`config.mk`:
```
export PLATFORM = sky130hd
export DESIGN_NAME = stream_pattern_masker
export DESIGN_NICKNAME = d
export VERILOG_FILES = /design/src/sv/spm_pkg.sv /design/src/sv/spm_regs.sv /design/src/sv/spm_cell.sv /design/src/sv/stream_pattern_masker.sv
export SDC_FILE = /design/constraint.sdc
export NUM_CORES = 1
export LEC_CHECK = 0
export BUFFER_PORTS_ARGS = -buffer_cell sky130_fd_sc_hd__buf_2
export CORE_UTILIZATION = 25
export DETAILED_ROUTE_END_ITERATION = 12
export HOLD_SLACK_MARGIN = 0.02
export SLEW_MARGIN = 20
export SYNTH_ARGS = -nofsm -noshare
export SYNTH_HDL_FRONTEND = slang
export SYNTH_SLANG_ARGS = --single-unit
```
`constraint.sdc`:
```
create_clock -name clk -period 13.84 [get_ports clk]
set_clock_uncertainty 0.15 [all_clocks]
set_input_delay 2.768 -clock clk [delete_from_list [all_inputs] [get_ports clk]]
set_output_delay 2.768 -clock clk [all_outputs]
set_load 0.01 [all_outputs]
```
`src/sv/spm_pkg.sv`:
```
`timescale 1ns / 1ps
// spm_pkg: shared types and constants of the stream pattern masker
// used by spm_regs, stream_pattern_masker and the testbench; no dependencies

package spm_pkg;

    localparam int          PAT_BYTES   = 16;       // bytes held by the two pattern registers
    localparam logic [7:0]  STAR_BYTE   = 8'd42;    // replacement byte '*'
    localparam logic [4:0]  LEN_RESET   = 5'd1;
    localparam int          ADDR_W      = 5;

    // register index, taken from paddr[4:3]
    typedef enum logic [1:0] {
        REG_PATTERN_LOW    = 2'd0,
        REG_PATTERN_HIGH   = 2'd1,
        REG_PATTERN_LENGTH = 2'd2
    } reg_idx_t;

    typedef struct packed {
        logic [63:0] pattern_low;
        logic [63:0] pattern_high;
        logic [4:0]  pattern_length;
    } cfg_t;

endpackage

```
`src/sv/spm_regs.sv`:
```
`timescale 1ns / 1ps
// spm_regs: apb-style configuration registers of the stream pattern masker
// depends on spm_pkg

module spm_regs
(
    input  logic                        clk,
    input  logic                        rst_n,
    input  logic                        psel,
    input  logic                        penable,
    input  logic                        pwrite,
    input  logic [spm_pkg::ADDR_W-1:0]  paddr,
    input  logic [63:0]                 pwdata,
    output logic [63:0]                 prdata,
    output logic                        pready,
    output spm_pkg::cfg_t               cfg
);
    import spm_pkg::*;

    cfg_t     cfg_reg;
    reg_idx_t idx;
    logic     wr_en;

    assign pready = 1'b1;
    assign idx    = reg_idx_t'(paddr[4:3]);
    assign wr_en  = psel & penable & pwrite & pready;
    assign cfg    = cfg_reg;

    always_ff @(posedge clk or negedge rst_n)
    begin
        if (!rst_n)
        begin
            cfg_reg.pattern_low    <= '0;
            cfg_reg.pattern_high   <= '0;
            cfg_reg.pattern_length <= LEN_RESET;
        end
        else if (wr_en)
        begin
            unique case (idx)
                REG_PATTERN_LOW:    cfg_reg.pattern_low    <= pwdata;
                REG_PATTERN_HIGH:   cfg_reg.pattern_high   <= pwdata;
                REG_PATTERN_LENGTH: cfg_reg.pattern_length <= pwdata[4:0];
                default:            ;
            endcase
        end
    end

    always_comb
    begin
        unique case (idx)
            REG_PATTERN_LOW:    prdata = cfg_reg.pattern_low;
            REG_PATTERN_HIGH:   prdata = cfg_reg.pattern_high;
            REG_PATTERN_LENGTH: prdata = {59'd0, cfg_reg.pattern_length};
            default:            prdata = '0;
        endcase
    end

endmodule

```
`src/sv/spm_cell.sv`:
```
`timescale 1ns / 1ps
// spm_cell: one byte cell of the pending-byte shift line
// compares the byte it takes in against its expected pattern byte; depends on nothing

module spm_cell
(
    input  logic       clk,
    input  logic       shift_en,
    input  logic [7:0] d_in,
    input  logic [7:0] exp_byte,
    output logic [7:0] q,
    output logic       hit
);

    logic [7:0] byte_reg;

    // byte that moves in this cycle checked against this position of the pattern
    assign hit = (d_in == exp_byte);
    assign q   = byte_reg;

    always_ff @(posedge clk)
    begin
        if (shift_en)
        begin
            byte_reg <= d_in;
        end
    end

endmodule

```
`src/sv/stream_pattern_masker.sv`:
```
`timescale 1ns / 1ps
// stream_pattern_masker: top level, masks every leftmost non-overlapping pattern hit with '*'
// depends on spm_pkg, spm_regs, spm_cell
//
//  channel   dir  handshake             payload
//  s_*       in   s_tvalid / s_tready   s_tdata = data_byte, s_tlast = stream_end
//  m_*       out  m_tvalid / m_tready   m_tdata = out_byte, m_tuser = run_last,
//                                       m_tlast = out_stream_end
//  apb       in   psel & penable        pattern_low @0x00, pattern_high @0x08,
//                                       pattern_length @0x10, pready tied high
//
//  one item a cycle when each item gives at most one result and m_tready does not stall;
//  an item that gives n results holds s_tready low until its last result is produced, since
//  the single output register takes one byte a cycle; results pass the result counters,
//  then the output register; rst_n is asynchronous and clears the byte count, the result
//  counters and the output valid; a stall on m_tready stops result production and, once the
//  last result of an item is due, input acceptance

module stream_pattern_masker
#(
    parameter int MAX_PATTERN = 16
)
(
    input  logic                        clk,
    input  logic                        rst_n,
    // slave stream
    input  logic                        s_tvalid,
    output logic                        s_tready,
    input  logic [7:0]                  s_tdata,    // [7:0] data_byte
    input  logic                        s_tlast,    // stream_end
    // master stream
    output logic                        m_tvalid,
    input  logic                        m_tready,
    output logic [7:0]                  m_tdata,    // [7:0] out_byte
    output logic                        m_tuser,    // [0] run_last
    output logic                        m_tlast,    // out_stream_end
    // configuration
    input  logic                        psel,
    input  logic                        penable,
    input  logic                        pwrite,
    input  logic [spm_pkg::ADDR_W-1:0]  paddr,
    input  logic [63:0]                 pwdata,
    output logic [63:0]                 prdata,
    output logic                        pready
);
    import spm_pkg::*;

    localparam int CW = $clog2(MAX_PATTERN + 1);                    // counts 0..MAX_PATTERN
    localparam int IW = (MAX_PATTERN > 1) ? $clog2(MAX_PATTERN) : 1; // cell index

    cfg_t                       cfg;
    logic [PAT_BYTES*8-1:0]     pat_bits;
    logic [CW-1:0]              len_eff;

    // shift line: newest byte in cell 0, oldest pending byte in cell cnt_reg-1
    logic [7:0]                 cell_q   [MAX_PATTERN];
    logic [7:0]                 cell_d   [MAX_PATTERN];
    logic [7:0]                 cell_exp [MAX_PATTERN];
    logic [MAX_PATTERN-1:0]     cell_hit;
    logic [MAX_PATTERN-1:0]     cell_mask;

    logic [CW-1:0]              cnt_reg, cnt_next;
    logic [CW-1:0]              raw_rem_reg, raw_rem_next;     // unchanged bytes still to send
    logic [CW-1:0]              star_rem_reg, star_rem_next;   // asterisks still to send
    logic                       end_reg, end_next;

    logic                       m_valid_reg, m_valid_next;
    logic [7:0]                 m_data_reg, m_data_next;
    logic                       m_user_reg, m_user_next;
    logic                       m_last_reg, m_last_next;

    logic                       rem_nz;
    logic                       rem_one;
    logic                       produce;
    logic                       accept;
    logic [CW-1:0]              cnt_e;
    logic [CW-1:0]              n_fill;
    logic                       full;
    logic [CW-1:0]              excess;
    logic                       match;
    logic [CW-1:0]              raw_plan;
    logic [CW-1:0]              star_plan;
    logic [IW-1:0]              oldest_idx;

    spm_regs u_regs
    (
        .clk     (clk),
        .rst_n   (rst_n),
        .psel    (psel),
        .penable (penable),
        .pwrite  (pwrite),
        .paddr   (paddr),
        .pwdata  (pwdata),
        .prdata  (prdata),
        .pready  (pready),
        .cfg     (cfg)
    );

    assign pat_bits = {cfg.pattern_high, cfg.pattern_low};

    // length zero acts as one, anything above the line depth as the full depth
    always_comb
    begin
        if (cfg.pattern_length == 5'd0)
            len_eff = CW'(1);
        else if (cfg.pattern_length > 5'(MAX_PATTERN))
            len_eff = CW'(MAX_PATTERN);
        else
            len_eff = CW'(cfg.pattern_length);
    end

    // cell j holds the byte j places back from the newest, so it faces pattern byte len-1-j
    for (genvar j = 0; j < MAX_PATTERN; j++)
    begin : g_cell
        logic [CW-1:0] k_full;
        logic [3:0]    k;

        assign k_full       = len_eff - CW'(1) - CW'(j);
        assign k            = 4'(k_full);
        assign cell_exp[j]  = pat_bits[k*8 +: 8];
        assign cell_mask[j] = (CW'(j) < len_eff);

        if (j == 0)
        begin : g_head
            assign cell_d[j] = s_tdata;
        end
        else
        begin : g_link
            assign cell_d[j] = cell_q[j-1];
        end

        spm_cell u_cell
        (
            .clk      (clk),
            .shift_en (accept),
            .d_in     (cell_d[j]),
            .exp_byte (cell_exp[j]),
            .q        (cell_q[j]),
            .hit      (cell_hit[j])
        );
    end

    // result sequencing: the output register takes one result a cycle unless m_tready stalls it
    assign rem_nz   = (raw_rem_reg != '0) || (star_rem_reg != '0);
    assign rem_one  = ((raw_rem_reg == CW'(1)) && (star_rem_reg == '0))
                   || ((raw_rem_reg == '0) && (star_rem_reg == CW'(1)));
    assign produce  = rem_nz && (!m_valid_reg || m_tready);
    // a new item may enter in the cycle the last result of the previous one is produced
    assign s_tready = !rem_nz || (rem_one && produce);
    assign accept   = s_tvalid && s_tready;

    // plan for the incoming item, seen from the count after this cycle's pop
    assign cnt_e    = produce ? (cnt_reg - CW'(1)) : cnt_reg;
    assign n_fill   = cnt_e + CW'(1);
    assign full     = (n_fill >= len_eff);
    assign excess   = full ? (n_fill - len_eff) : '0;
    assign match    = full && (&(cell_hit | ~cell_mask));

    always_comb
    begin
        if (match)
        begin
            raw_plan  = excess;
            star_plan = len_eff;
        end
        else
        begin
            star_plan = '0;
            if (s_tlast)
                raw_plan = n_fill;                  // flush everything pending
            else if (full)
                raw_plan = excess + CW'(1);         // overflow bytes and the oldest
            else
                raw_plan = '0;
        end
    end

    assign oldest_idx = IW'(cnt_reg - CW'(1));

    always_comb
    begin
        raw_rem_next  = raw_rem_reg;
        star_rem_next = star_rem_reg;
        end_next      = end_reg;
        m_valid_next  = m_valid_reg;
        m_data_next   = m_data_reg;
        m_user_next   = m_user_reg;
        m_last_next   = m_last_reg;
        // every result, asterisk or not, retires one pending byte
        cnt_next      = cnt_e + (accept ? CW'(1) : '0);

        if (m_tready)
            m_valid_next = 1'b0;

        if (produce)
        begin
            m_valid_next = 1'b1;
            m_user_next  = rem_one;
            m_last_next  = rem_one && end_reg;
            if (raw_rem_reg != '0)
            begin
                m_data_next  = cell_q[oldest_idx];
                raw_rem_next = raw_rem_reg - CW'(1);
            end
            else
            begin
                m_data_next   = STAR_BYTE;
                star_rem_next = star_rem_reg - CW'(1);
            end
        end

        if (accept)
        begin
            raw_rem_next  = raw_plan;
            star_rem_next = star_plan;
            end_next      = s_tlast;
        end
    end

    always_ff @(posedge clk or negedge rst_n)
    begin
        if (!rst_n)
        begin
            cnt_reg      <= '0;
            raw_rem_reg  <= '0;
            star_rem_reg <= '0;
            end_reg      <= 1'b0;
            m_valid_reg  <= 1'b0;
        end
        else
        begin
            cnt_reg      <= cnt_next;
            raw_rem_reg  <= raw_rem_next;
            star_rem_reg <= star_rem_next;
            end_reg      <= end_next;
            m_valid_reg  <= m_valid_next;
        end
    end

    // result payload
    always_ff @(posedge clk)
    begin
        m_data_reg <= m_data_next;
        m_user_reg <= m_user_next;
        m_last_reg <= m_last_next;
    end

    assign m_tvalid = m_valid_reg;
    assign m_tdata  = m_data_reg;
    assign m_tuser  = m_user_reg;
    assign m_tlast  = m_last_reg;

    // the line never holds more bytes than it has cells
    a_cnt_bound: assert property (@(posedge clk) disable iff (!rst_n)
        cnt_reg <= CW'(MAX_PATTERN))
        else $error("pending count beyond line depth");

    // results still owed never outnumber the bytes they retire
    a_rem_cover: assert property (@(posedge clk) disable iff (!rst_n)
        ({1'b0, raw_rem_reg} + {1'b0, star_rem_reg}) <= {1'b0, cnt_reg})
        else $error("more results owed than pending bytes");

    // input is taken only with at most the final result outstanding
    a_ready_rem: assert property (@(posedge clk) disable iff (!rst_n)
        s_tready |-> (!rem_nz || rem_one))
        else $error("ready while several results outstanding");

    // the result marked last of its item leaves nothing behind unless a new item entered
    a_last_clears: assert property (@(posedge clk) disable iff (!rst_n)
        (produce && rem_one && !accept) |=> !rem_nz)
        else $error("results left after the last one of an item");

endmodule

```
==> key figures, run 1 <==
Yosys
  – Syn Area/Cell: 11.8 sq um
  – Synth Cell Area: 21300 sq um
  – Synth cell types: 70
  – Synth Net Count: 1913
  – Post-Syn Instances: 1811
  – #FFs+latches synth: 288
  – Synth Warn #: 0
  – Asr flop ratio synth: 52.1%
  – Register area share after synthesis: 37.1%
  – Number of flops mapped to enable cells by yosys: 138
  – Top FF cell, synth: dfrtp_1

Power
  – Clock share of power: 13.8%
  – Comb pwr share: 65.5%
  – Total leakage power: 9.36 nW
  – Sw Share: 47.0%
  – Peak VDD IR: 114 uV
  – Design internal power: 3.25 mW
  – PD cells: 252 nW/um^2
  – Sequential power share: 20.7%
  – Switching pwr: 2.88 mW
  – Power Total: 6.13 mW

Outcome
  – Status: completed

Floorplan
  – Boundary Pins: 162
  – Core area: 84000 sq um
  – Row count: 106
  – Die X: 294 um
  – Die area: 86400 sq um
  – Initial Util: 25.4%
  – Die Y: 294 um

Clock network
  – Post-CTS setup buffers: 0
  – Clk slew on worst S/H paths: 60 ps
  – Worst skew pair latency: 600 ps
  – CTS tree: built
  – Htree depth: 1
  – TritonCTS Buffers: 30
  – # hold bufs at CTS: 0
  – Clk buf depth: 3
  – TritonCTS Sinks: 288
  – # resized after CTS: 0
  – Root Buffer: clkbuf_16

Setup path
  – Cell repeated most along the worst path: buf_4
  – Required @ worst endpoint: 14170 ps
  – Crit path DAT: 8390 ps
  – CP endpoint kind: register
  – Peak fanout along the critical path: 83
  – CP top delay family: buffers and inverters
  – Critical path startpoint category: register
  – Worst-path cell chain: inv_1, nor2_4, buf_4, inv_2, buf_4, ha_2, buf_4, xnor3_1, a211oi_1, o21ai_0, nand4b_1, nor4_1, a41oi_1, or4_1, nor4_4, a31oi_1, o32a_1
  – Slowest-stage cell, CP: xnor3_1
  – Crit Path Category: register to register
  – Critical Path Max Stage Delay: 1070 ps
  – Buffers and inverters on the worst path: 5

Timing
  – Fin crit share: 58.2%
  – Post-route setup slack: 5780 ps
  – Fmax: 124 MHz
  – Endpoints failing setup: 0
  – RSZ-0062 raised after global routing: false
  – Tightest Pin Transition: 1170 ps
  – Final Critical Period: 8060 ps
  – Final count of pins violating max slew: 0
  – Hold Fails Final Rpt: 0
  – Post-Route Setup TNS: 0 ps
  – Rel. slew slack: 21.2%

Drt
  – Routed vias/inst: 5.48
  – M1 wire length: 32300 um
  – Antenna-violating nets left: 0
  – Met2 routed WL: 35100 um
  – # DRC: 0
  – WL met3: 5740 um
  – Number of DRC markers in iteration 0: 2024
  – Wire per inst: 24.7 um
  – DR pass1 iterations: 5
  – Total number of vias: 16800
  – Max Used Layer: met4
  – Final wirelength: 75700 um

Flow run
  – Max-Cap Viols: 0

GRT
  – Vias in the first global route: 16600
  – GRT Util Overall: 17.1%
  – First-pass GRT wire length: 111000 um
  – Initial antenna violation count: 2
  – Largest net degree at the start of global routing: 92
  – Aggregate global routing overflow: 0

Finish
  – NumNets Final: 2007
  – Finished Core Util: 28.9%
  – Antenna Cells: 0
  – Max reg flops: 133
  – Area delta synth->final: 14.1%
  – Fill cells: 8582
  – Layout cells sized above 1: 30.5%
  – Finished Cell Area: 24300 sq um

Placement
  – Detailed placement HPWL: 58500 um
  – RePlAce Congestion: 1.01
  – Setup WS pre-CTS: 5920 ps
  – I/O Buffers: 157
  – Placed cell area: 23300 sq um

Hold path
  – Type of the worst min-delay path: register to register
==> path summary, 6_finish.rpt <==
kind	start	end	depth (start not counted)	slack (ps)
max	u_regs.cfg[1]	raw_rem_reg[4]	17	5780
min	end_reg	end_reg	2	340
max reg2reg	u_regs.cfg[1]	raw_rem_reg[4]	17	5780
min reg2reg	end_reg	end_reg	2	340
max in group asynchronous	rst_n	cnt_reg[0]	2	10010
min in group asynchronous	rst_n	u_regs.cfg[60]	1	2120
==> power by group through the flow <==
stage / Sequential, mW / Combinational, mW / Clock [mW]
final: 1.27 / 4.02 / 0.849
after CTS: 1.26 / 3.97 / 0.862
after detailed placement: 1.28 / 3.96 / 0
after global routing: 1.29 / 4.25 / 0.889
after floorplan: 1.18 / 2.79 / 0
after global placement: 1.27 / 3.90 / 0
==> per-layer routing <==
metal  vias up  global-route usage (%)
met5         -                       0
met4         0                    5.49
met3       118                    2.63
met2       771                    27.7
met1      8578                    23.4
li1       7325                       -
==> cell families (layout without fill, tap and decap cells) <==
kind of cell	after synthesis	in the layout	share of synthesized area [%]
DFF	288	288	37.1
muxes	399	399	29.5
buffers and inverters	158	276	3.14
adders and majority gates	17	17	1.03
and+or+nand+nor	445	445	10.9
other	1	1	0.0176
AOI/OAI and AO/OA	346	346	11.7
xor gates and xnor gates	157	157	6.66
==> synth_stat cells (6+ instances only) <==
master	n	area, sq um
or3_1	10	62.6
a221oi_1	6	52.6
nand4_1	29	181
nor3_1	23	115
a21o_1	22	165
a22oi_1	31	233
a31oi_1	8	50.1
nor4_1	28	175
o211ai_1	25	188
dfrtp_1	149	3730
xnor2_1	65	569
and3_1	54	338
o21ai_0	52	260
buf_6	7	78.8
nand3_1	52	260
a211oi_1	42	315
or2_2	9	56.3
nand2b_1	27	169
mux4_2	169	3810
nor2_1	89	334
o22ai_1	8	50.1
inv_1	18	67.6
mux2_2	142	1600
xor2_1	88	771
a21oi_1	43	215
nand2_1	93	349
a22o_1	14	123
clkbuf_1	92	345
edfxtp_1	138	4140
a211o_1	74	648
and2_1	9	56.3
buf_1	21	78.8
mux2i_1	88	881
ha_1	16	200
buf_2	14	70.1
==> tightest hold or removal path, stage by stage (launching register included) <==
cell     delay (ps)
dfrtp_1         340
nand2_1          50
o21ai_0          70
==> final cells by class <==
type                            instances  area, sq um  share of cell area [%]
Clock inverter                         14          148                   0.608
Tap cell                             1134         1420                    5.84
Clock buffer                           42          858                    3.53
Multi-Input combinational cell       1365        12800                    52.6
Inverter                               23         91.3                   0.376
Sequential cell                       288         7900                    32.5
Timing Repair Buffer                  197         1100                    4.52
==> placed cells by master (no fill, tap or decap), types with 6 or more instances in the layout <==
| master | count |
|---|---|
| and2_1 | 9 |
| a221oi_1 | 6 |
| or3_1 | 10 |
| mux2_2 | 142 |
| a22oi_1 | 31 |
| nor4_1 | 28 |
| a21oi_1 | 43 |
| ha_1 | 15 |
| nor3_1 | 22 |
| nand2b_1 | 27 |
| nor2_1 | 88 |
| mux2i_1 | 88 |
| a211o_1 | 74 |
| nand3_1 | 52 |
| mux4_2 | 169 |
| nand4_1 | 29 |
| o22ai_1 | 8 |
| or2_2 | 9 |
| clkbuf_16 | 31 |
| nand2_1 | 92 |
| dfrtp_1 | 148 |
| a21o_1 | 22 |
| a211oi_1 | 42 |
| a31oi_1 | 8 |
| o21ai_0 | 52 |
| o211ai_1 | 25 |
| edfxtp_1 | 138 |
| a22o_1 | 14 |
| xnor2_1 | 60 |
| and3_1 | 54 |
| xor2_1 | 88 |
| xnor2_2 | 7 |
| buf_4 | 40 |
| buf_2 | 155 |
| inv_1 | 18 |
==> stage by stage <==
stage                     cells  hold WS (ps)
after floorplan            1811           292
after global placement     3007           320
after detailed placement   3007           330
after CTS                  3063           346
after global routing       3063           355
final                      3063           341
(Power assumes the default switching activity.)
==> run 2: changes to the inputs <==
clock period = 6.5 ns   (was 13.84 ns; I/O delays follow)
==> key figures, run 2 (synthesized netlist as in run 1, its figures left out) <==
Clock network
  – TritonCTS Buffers: 31 (+3.3%)
  – CTS tree: built
  – TritonCTS Sinks: 288 (unchanged)
  – Clk buf depth: 3 (unchanged)
  – # resized after CTS: 0 (unchanged)
  – Root Buffer: clkbuf_16
  – Post-CTS setup buffers: 0 (unchanged)
  – Htree depth: 1 (unchanged)
  – Clk slew on worst S/H paths: 70 ps (about the same)
  – Worst skew pair latency: 600 ps (about the same)
  – # hold bufs at CTS: 0 (unchanged)

Timing
  – Fmax: 161 MHz (+30%)
  – Final Critical Period: 6210 ps (-1850 ps)
  – Endpoints failing setup: 0 (unchanged)
  – Final count of pins violating max slew: 0 (unchanged)
  – Fin crit share: 95.5% (+37 points)
  – Post-Route Setup TNS: 0 ps (unchanged)
  – Hold Fails Final Rpt: 0 (unchanged)
  – Worst hold slack: 344 ps (+2.64 ps)
  – Tightest Pin Transition: 1100 ps (-77.1 ps)
  – RSZ-0062 raised after global routing: false
  – Rel. slew slack: 26.9% (+5.7 points)

Floorplan
  – Initial Util: 25.4% (unchanged)
  – Boundary Pins: 162 (unchanged)
  – Die X: 294 um (unchanged)
  – Row count: 106 (unchanged)
  – Die Y: 294 um (unchanged)
  – Core area: 84000 sq um (unchanged)
  – Die area: 86400 sq um (unchanged)

Setup path
  – CP endpoint kind: register
  – R2r startpoint: u_regs.cfg[1]
  – Critical path startpoint category: register
  – Crit Path Category: register to register
  – Required @ worst endpoint: 6880 ps (-7290 ps)
  – Reg-to-Reg End: raw_rem_reg[2]
  – Crit path DAT: 6590 ps (-1800 ps)
  – R2r setup slk: 290 ps (-5490 ps)
  – FF-to-FF path depth: 16 (-1)
  – Peak fanout along the critical path: 24 (-71%)

Drt
  – Number of DRC markers in iteration 0: 2044 (+0.99%)
  – # DRC: 0 (unchanged)
  – Final wirelength: 76700 um (+1.3%)
  – Total number of vias: 16900 (+0.75%)
  – Wire per inst: 24.8 um (+0.25%)
  – Antenna-violating nets left: 0 (unchanged)
  – Routed vias/inst: 5.47 (-0.26%)
  – DR pass1 iterations: 6 (+1)

GRT
  – First-pass GRT wire length: 113000 um (+1.5%)
  – Vias in the first global route: 16400 (-0.96%)
  – Largest net degree at the start of global routing: 83 (-9.8%)
  – Initial antenna violation count: 4 (+2)
  – GRT Util Overall: 17.4% (+0.29 points)
  – Aggregate global routing overflow: 0 (unchanged)

Finish
  – Area delta synth->final: 15.3%
  – Most frequent cells in the layout: mux4_2 (169), buf_2 (155), dfrtp_1 (148), mux2_2 (142), edfxtp_1 (138)
  – NumNets Final: 2036 (+1.4%)
  – Layout cells sized above 1: 31.4% (+0.91 points)
  – Most common cell after layout, fill and taps aside: mux4_2
  – Max reg flops: 133 (unchanged)

Hold path
  – Endpoint, Worst Hold: end_reg
  – Hold-critical path depth: 2 (unchanged)
  – Type of the worst min-delay path: register to register
  – Hold Path Origin: end_reg

Flow run
  – Max-Cap Viols: 0 (unchanged)

Power
  – Total leakage power: 9.51 nW (+1.6%)
  – PD cells: 536 nW/um^2 (+110%)
  – Peak VDD IR: 219 uV (+91%)

Placement
  – Detailed placement HPWL: 60000 um (+2.5%)
  – I/O Buffers: 157 (unchanged)
  – RePlAce Congestion: 0.994 (-1.2%)

Outcome
  – Status: completed
-- run 2: worst max-delay path, stage by stage (launching register included) --
cell and delay, ps:
dfrtp_1 560, nor4_4 500, nor2_8 90, buf_4 270
inv_4 270, buf_12 220, buf_4 240, mux4_2 370
mux4_2 490, xor2_1 160, nor4_1 790, a21oi_1 170
or4_1 550, a222oi_1 430, nand4b_1 290, nor4b_1 340
o32a_1 190
-- run 2: worst max path at each step --
stage	cells after the start	from	end	slack, ps
2_1_floorplan	21	u_regs.cfg[1]	raw_rem_reg[2]	440
3_3_place_gp	15	u_regs.cfg[1]	raw_rem_reg[4]	400
3_5_place_dp	15	u_regs.cfg[1]	raw_rem_reg[2]	430
4_1_cts	15	u_regs.cfg[1]	raw_rem_reg[2]	380
5_1_grt	16	u_regs.cfg[1]	raw_rem_reg[2]	90
6_report	16	u_regs.cfg[1]	raw_rem_reg[2]	290
-- run 2: metal layers --
metal / vias to the layer above / part of all wire, % / routed length, um / GRT usage [%]
met5: - / 0 / 0 / 0
met2: 759 / 47 / 36000 / 28.2
met3: 90 / 6.9 / 5290 / 1.81
met1: 8686 / 44 / 33500 / 24.7
met4: 0 / 2.5 / 1920 / 4.60
li1: 7383 / - / - / -
-- run 2: area by class of cell --
type | count | area [sq um]
tap | 1134 | 1420
timing repair buffer | 225 | 1370
clock inverter | 18 | 150
sequential | 288 | 7900
antenna | 1 | 2.50
inverter | 23 | 91.3
clock buffer | 40 | 861
fill | 8590 | 59400
multi-input combinational | 1365 | 12800
-- run 2: power breakdown --
group | switching, mW | leakage (nW) | internal (mW)
Clock | 0.791 | 0.493 | 1.01
Combinational | 4.91 | 5.94 | 3.78
Sequential | 0.433 | 3.08 | 2.24
-- run 2: metrics by stage --
step,instances,total power [mW],setup slack (ps),instance area [sq um],util (%)
after CTS,3093,13.1,380,24600,29.3
after global routing,3093,13.8,85.9,24600,29.3
final,3094,13.2,295,24600,29.3
after global placement,3035,11.2,397,23500,28.0
after floorplan,1811,8.46,442,21300,-
after detailed placement,3035,11.3,433,23600,28.1
==> run 3: changes to the inputs <==
ABC_AREA = 1   (was unset)
CORE_ASPECT_RATIO = 1.75   (was unset)
SETUP_SLACK_MARGIN = 0.2   (was unset)
==> key figures, run 3 <==
Timing
  – Fmax: 195 MHz (+21%)
  – RSZ-0062 raised after global routing: false
  – Worst hold slack: 331 ps (-12.6 ps)
  – Post-route setup slack: 1370 ps (+1080 ps)
  – Tightest Pin Transition: 1090 ps (-6.90 ps)
  – Rel. slew slack: 27.3% (+0.46 points)
  – Fin crit share: 78.9% (-17 points)
  – Hold Fails Final Rpt: 0 (unchanged)
  – Post-Route Setup TNS: 0 ps (unchanged)
  – Endpoints failing setup: 0 (unchanged)
  – Final Critical Period: 5130 ps (-1080 ps)
  – Final count of pins violating max slew: 0 (unchanged)

Placement
  – Placed cell area: 24100 sq um (+2.1%)
  – Post-placement cell count: 4556 (+50%)
  – RePlAce Congestion: 1.04 (+4.3%)
  – I/O Buffers: 157 (unchanged)
  – Setup WS pre-CTS: 927 ps (+493 ps)
  – Detailed placement HPWL: 84900 um (+42%)

Hold path
  – Type of the worst min-delay path: register to register
  – Endpoint, Worst Hold: g_cell[3].u_cell.q[5]
  – Hold Path Origin: g_cell[2].u_cell.q[5]
  – Hold-critical path depth: 0 (-2)

Setup path
  – Critical path startpoint category: register
  – Crit path DAT: 5500 ps (-1090 ps)
  – Required @ worst endpoint: 6880 ps (about the same)
  – Reg-to-Reg End: raw_rem_reg[2]
  – Slowest-stage cell, CP: dfrtp_1
  – CP endpoint kind: register
  – CP top delay family: simple AND/OR/NAND/NOR gates
  – Critical Path Max Stage Delay: 620 ps (-170 ps)
  – R2r startpoint: u_regs.cfg[4]
  – Crit Path Category: register to register
  – Buffers and inverters on the worst path: 5 (+1)
  – FF-to-FF path depth: 27 (+11)
  – R2r setup slk: 1370 ps (+1080 ps)
  – Peak fanout along the critical path: 24 (unchanged)
  – Cell repeated most along the worst path: nand2_1

Yosys
  – Post-Syn Instances: 3359 (+85%)
  – Synth area leader: nand3_1
  – Commonest cells post-synth: nand2_1 (990), nand3_1 (974), inv_1 (329), o21ai_0 (226), dfrtp_1 (149)
  – Number of flops mapped to enable cells by yosys: 138 (unchanged)
  – Top FF cell, synth: dfrtp_1
  – Synth top area share: 22.1% (+2.6 points)
  – Most frequent cell after synthesis: nand2_1
  – Asr flop ratio synth: 52.1% (unchanged)
  – Synth area leaders: nand3_1 (22%), edfxtp_1 (19%), dfrtp_1 (17%)
  – Synth Cell Area: 22100 sq um (+3.7%)
  – Synth Warn #: 0 (unchanged)
  – Register area share after synthesis: 35.8% (-1.3 points)
  – Syn Area/Cell: 6.58 sq um (-44%)
  – #FFs+latches synth: 288 (unchanged)
  – Synth Net Count: 3461 (+81%)
  – Synth cell types: 47 (-33%)

GRT
  – Largest net degree at the start of global routing: 134 (+61%)
  – Aggregate global routing overflow: 0 (unchanged)
  – GRT Util Overall: 23.6% (+6.2 points)
  – First-pass GRT wire length: 153000 um (+36%)
  – Vias in the first global route: 22100 (+35%)
  – Initial antenna violation count: 8 (+4)

Power
  – Power Total: 12.8 mW (-2.8%)
  – Peak VDD IR: 261 uV (+19%)
  – PD cells: 511 nW/um^2 (-4.7%)
  – Total leakage power: 12.1 nW (+27%)

Drt
  – Total number of vias: 24000 (+42%)
  – Final wirelength: 107000 um (+39%)
  – Wire per inst: 23.1 um (-6.8%)
  – Number of DRC markers in iteration 0: 2607 (+28%)
  – # DRC: 0 (unchanged)
  – DR pass1 iterations: 8 (+2)
  – Routed vias/inst: 5.21 (-4.8%)
  – Antenna-violating nets left: 0 (unchanged)

Finish
  – Area delta synth->final: 13.5%
  – Most frequent cells in the layout: nand2_1 (987), nand3_1 (974), inv_1 (329), o21ai_0 (226), buf_2 (156)
  – Finished Cell Area: 25100 sq um (+2.0%)
  – Most common cell after layout, fill and taps aside: nand2_1
  – Finished Core Util: 28.8% (-0.50 points)
  – Layout Cells excl Fill: 4617 (+49%)
  – Layout cells sized above 1: 9.31% (-22 points)
  – NumNets Final: 3528 (+73%)
  – Max reg flops: 133 (unchanged)

Clock network
  – Post-CTS setup buffers: 0 (unchanged)
  – TritonCTS Sinks: 288 (unchanged)
  – Root Buffer: clkbuf_16
  – Clk buf depth: 3 (unchanged)
  – Clk slew on worst S/H paths: 80 ps (about the same)
  – # resized after CTS: 0 (unchanged)
  – # hold bufs at CTS: 0 (unchanged)
  – CTS tree: built
  – Worst skew pair latency: 610 ps (about the same)
  – Htree depth: 1 (unchanged)
  – TritonCTS Buffers: 28 (-9.7%)

Floorplan
  – Initial Util: 25.3% (about the same)
  – Die area: 89600 sq um (+3.7%)
  – Boundary Pins: 162 (unchanged)
  – Die X: 227 um (-23%)
  – Die Y: 395 um (+34%)
  – Core area: 87100 sq um (+3.8%)
  – Row count: 143 (+35%)

Flow run
  – Max-Cap Viols: 0 (unchanged)

Outcome
  – Status: completed
[run 3: changes by cell type in the layout (fill, tap and decap cells not counted), moves of 45 or more]
| cell | before | now |
|---|---|---|
| nand3_1 | 52 | 974 |
| nand2_1 | 92 | 987 |
| inv_1 | 18 | 329 |
| o21ai_0 | 52 | 226 |
| mux4_2 | 169 | 0 |
| mux2_2 | 142 | 0 |
| mux2i_1 | 88 | 0 |
| a211o_1 | 74 | 0 |
| xor2_1 | 88 | 15 |
| and3_1 | 54 | 1 |
| xnor2_1 | 62 | 10 |
| a21oi_1 | 43 | 88 |
[run 3: kinds of logic after synthesis]
group / share of synthesized area (%)
AOI/OAI and AO/OA: 9.39
buffers and inverters: 9.82
and+or+nand+nor: 42.5
adders and majority gates: 0.997
other: 0.0170
xor gates and xnor gates: 1.54
DFF: 35.8
[run 3: layout make-up]
class	instances	area, sq um
Inverter	342	1290
Tap cell	1160	1450
Fill cell	9767	62100
Multi-Input combinational cell	2545	12000
Antenna cell	9	22.5
Clock buffer	46	951
Timing Repair Buffer	221	1360
Sequential cell	288	7900
Clock inverter	6	38.8
[run 3: where the power goes]
part | total, mW | internal (mW) | switching (mW)
clock network | 1.82 | 1.00 | 0.817
registers | 2.39 | 2.17 | 0.223
logic | 8.59 | 2.47 | 6.12
[run 3: worst max-delay path by stage]
| stage | startpoint | to | slack (ps) | depth (start not counted) |
|---|---|---|---|---|
| final | u_regs.cfg[4] | raw_rem_reg[2] | 1370 | 27 |
| after global routing | star_rem_reg[1] | raw_rem_reg[2] | 830 | 30 |
| after CTS | u_regs.cfg[4] | raw_rem_reg[2] | 1460 | 27 |
| after detailed placement | m_tready | raw_rem_reg[2] | 930 | 28 |
| after global placement | m_tready | raw_rem_reg[0] | 890 | 28 |
| after floorplan | m_tready | raw_rem_reg[4] | 1640 | 26 |
[run 3: worst reg2reg max path, delay by kind of cell (launching register included)]
| family | cells | cell delay, ps |
|---|---|---|
| and+or+nand+nor | 18 | 2370 |
| AOI/OAI and AO/OA | 3 | 490 |
| buffers and inverters | 5 | 1190 |
| adders and majority gates | 1 | 250 |
| DFF | 1 | 620 |
[run 3: metal layers]
metal | share of wire, % | global-route usage (%) | vias to the layer above
li1 | - | - | 11400
met2 | 47 | 38.8 | 1105
met4 | 12 | 23.3 | 0
met3 | 5.5 | 2.18 | 299
met1 | 36 | 26.2 | 11200
met5 | 0 | 0 | -
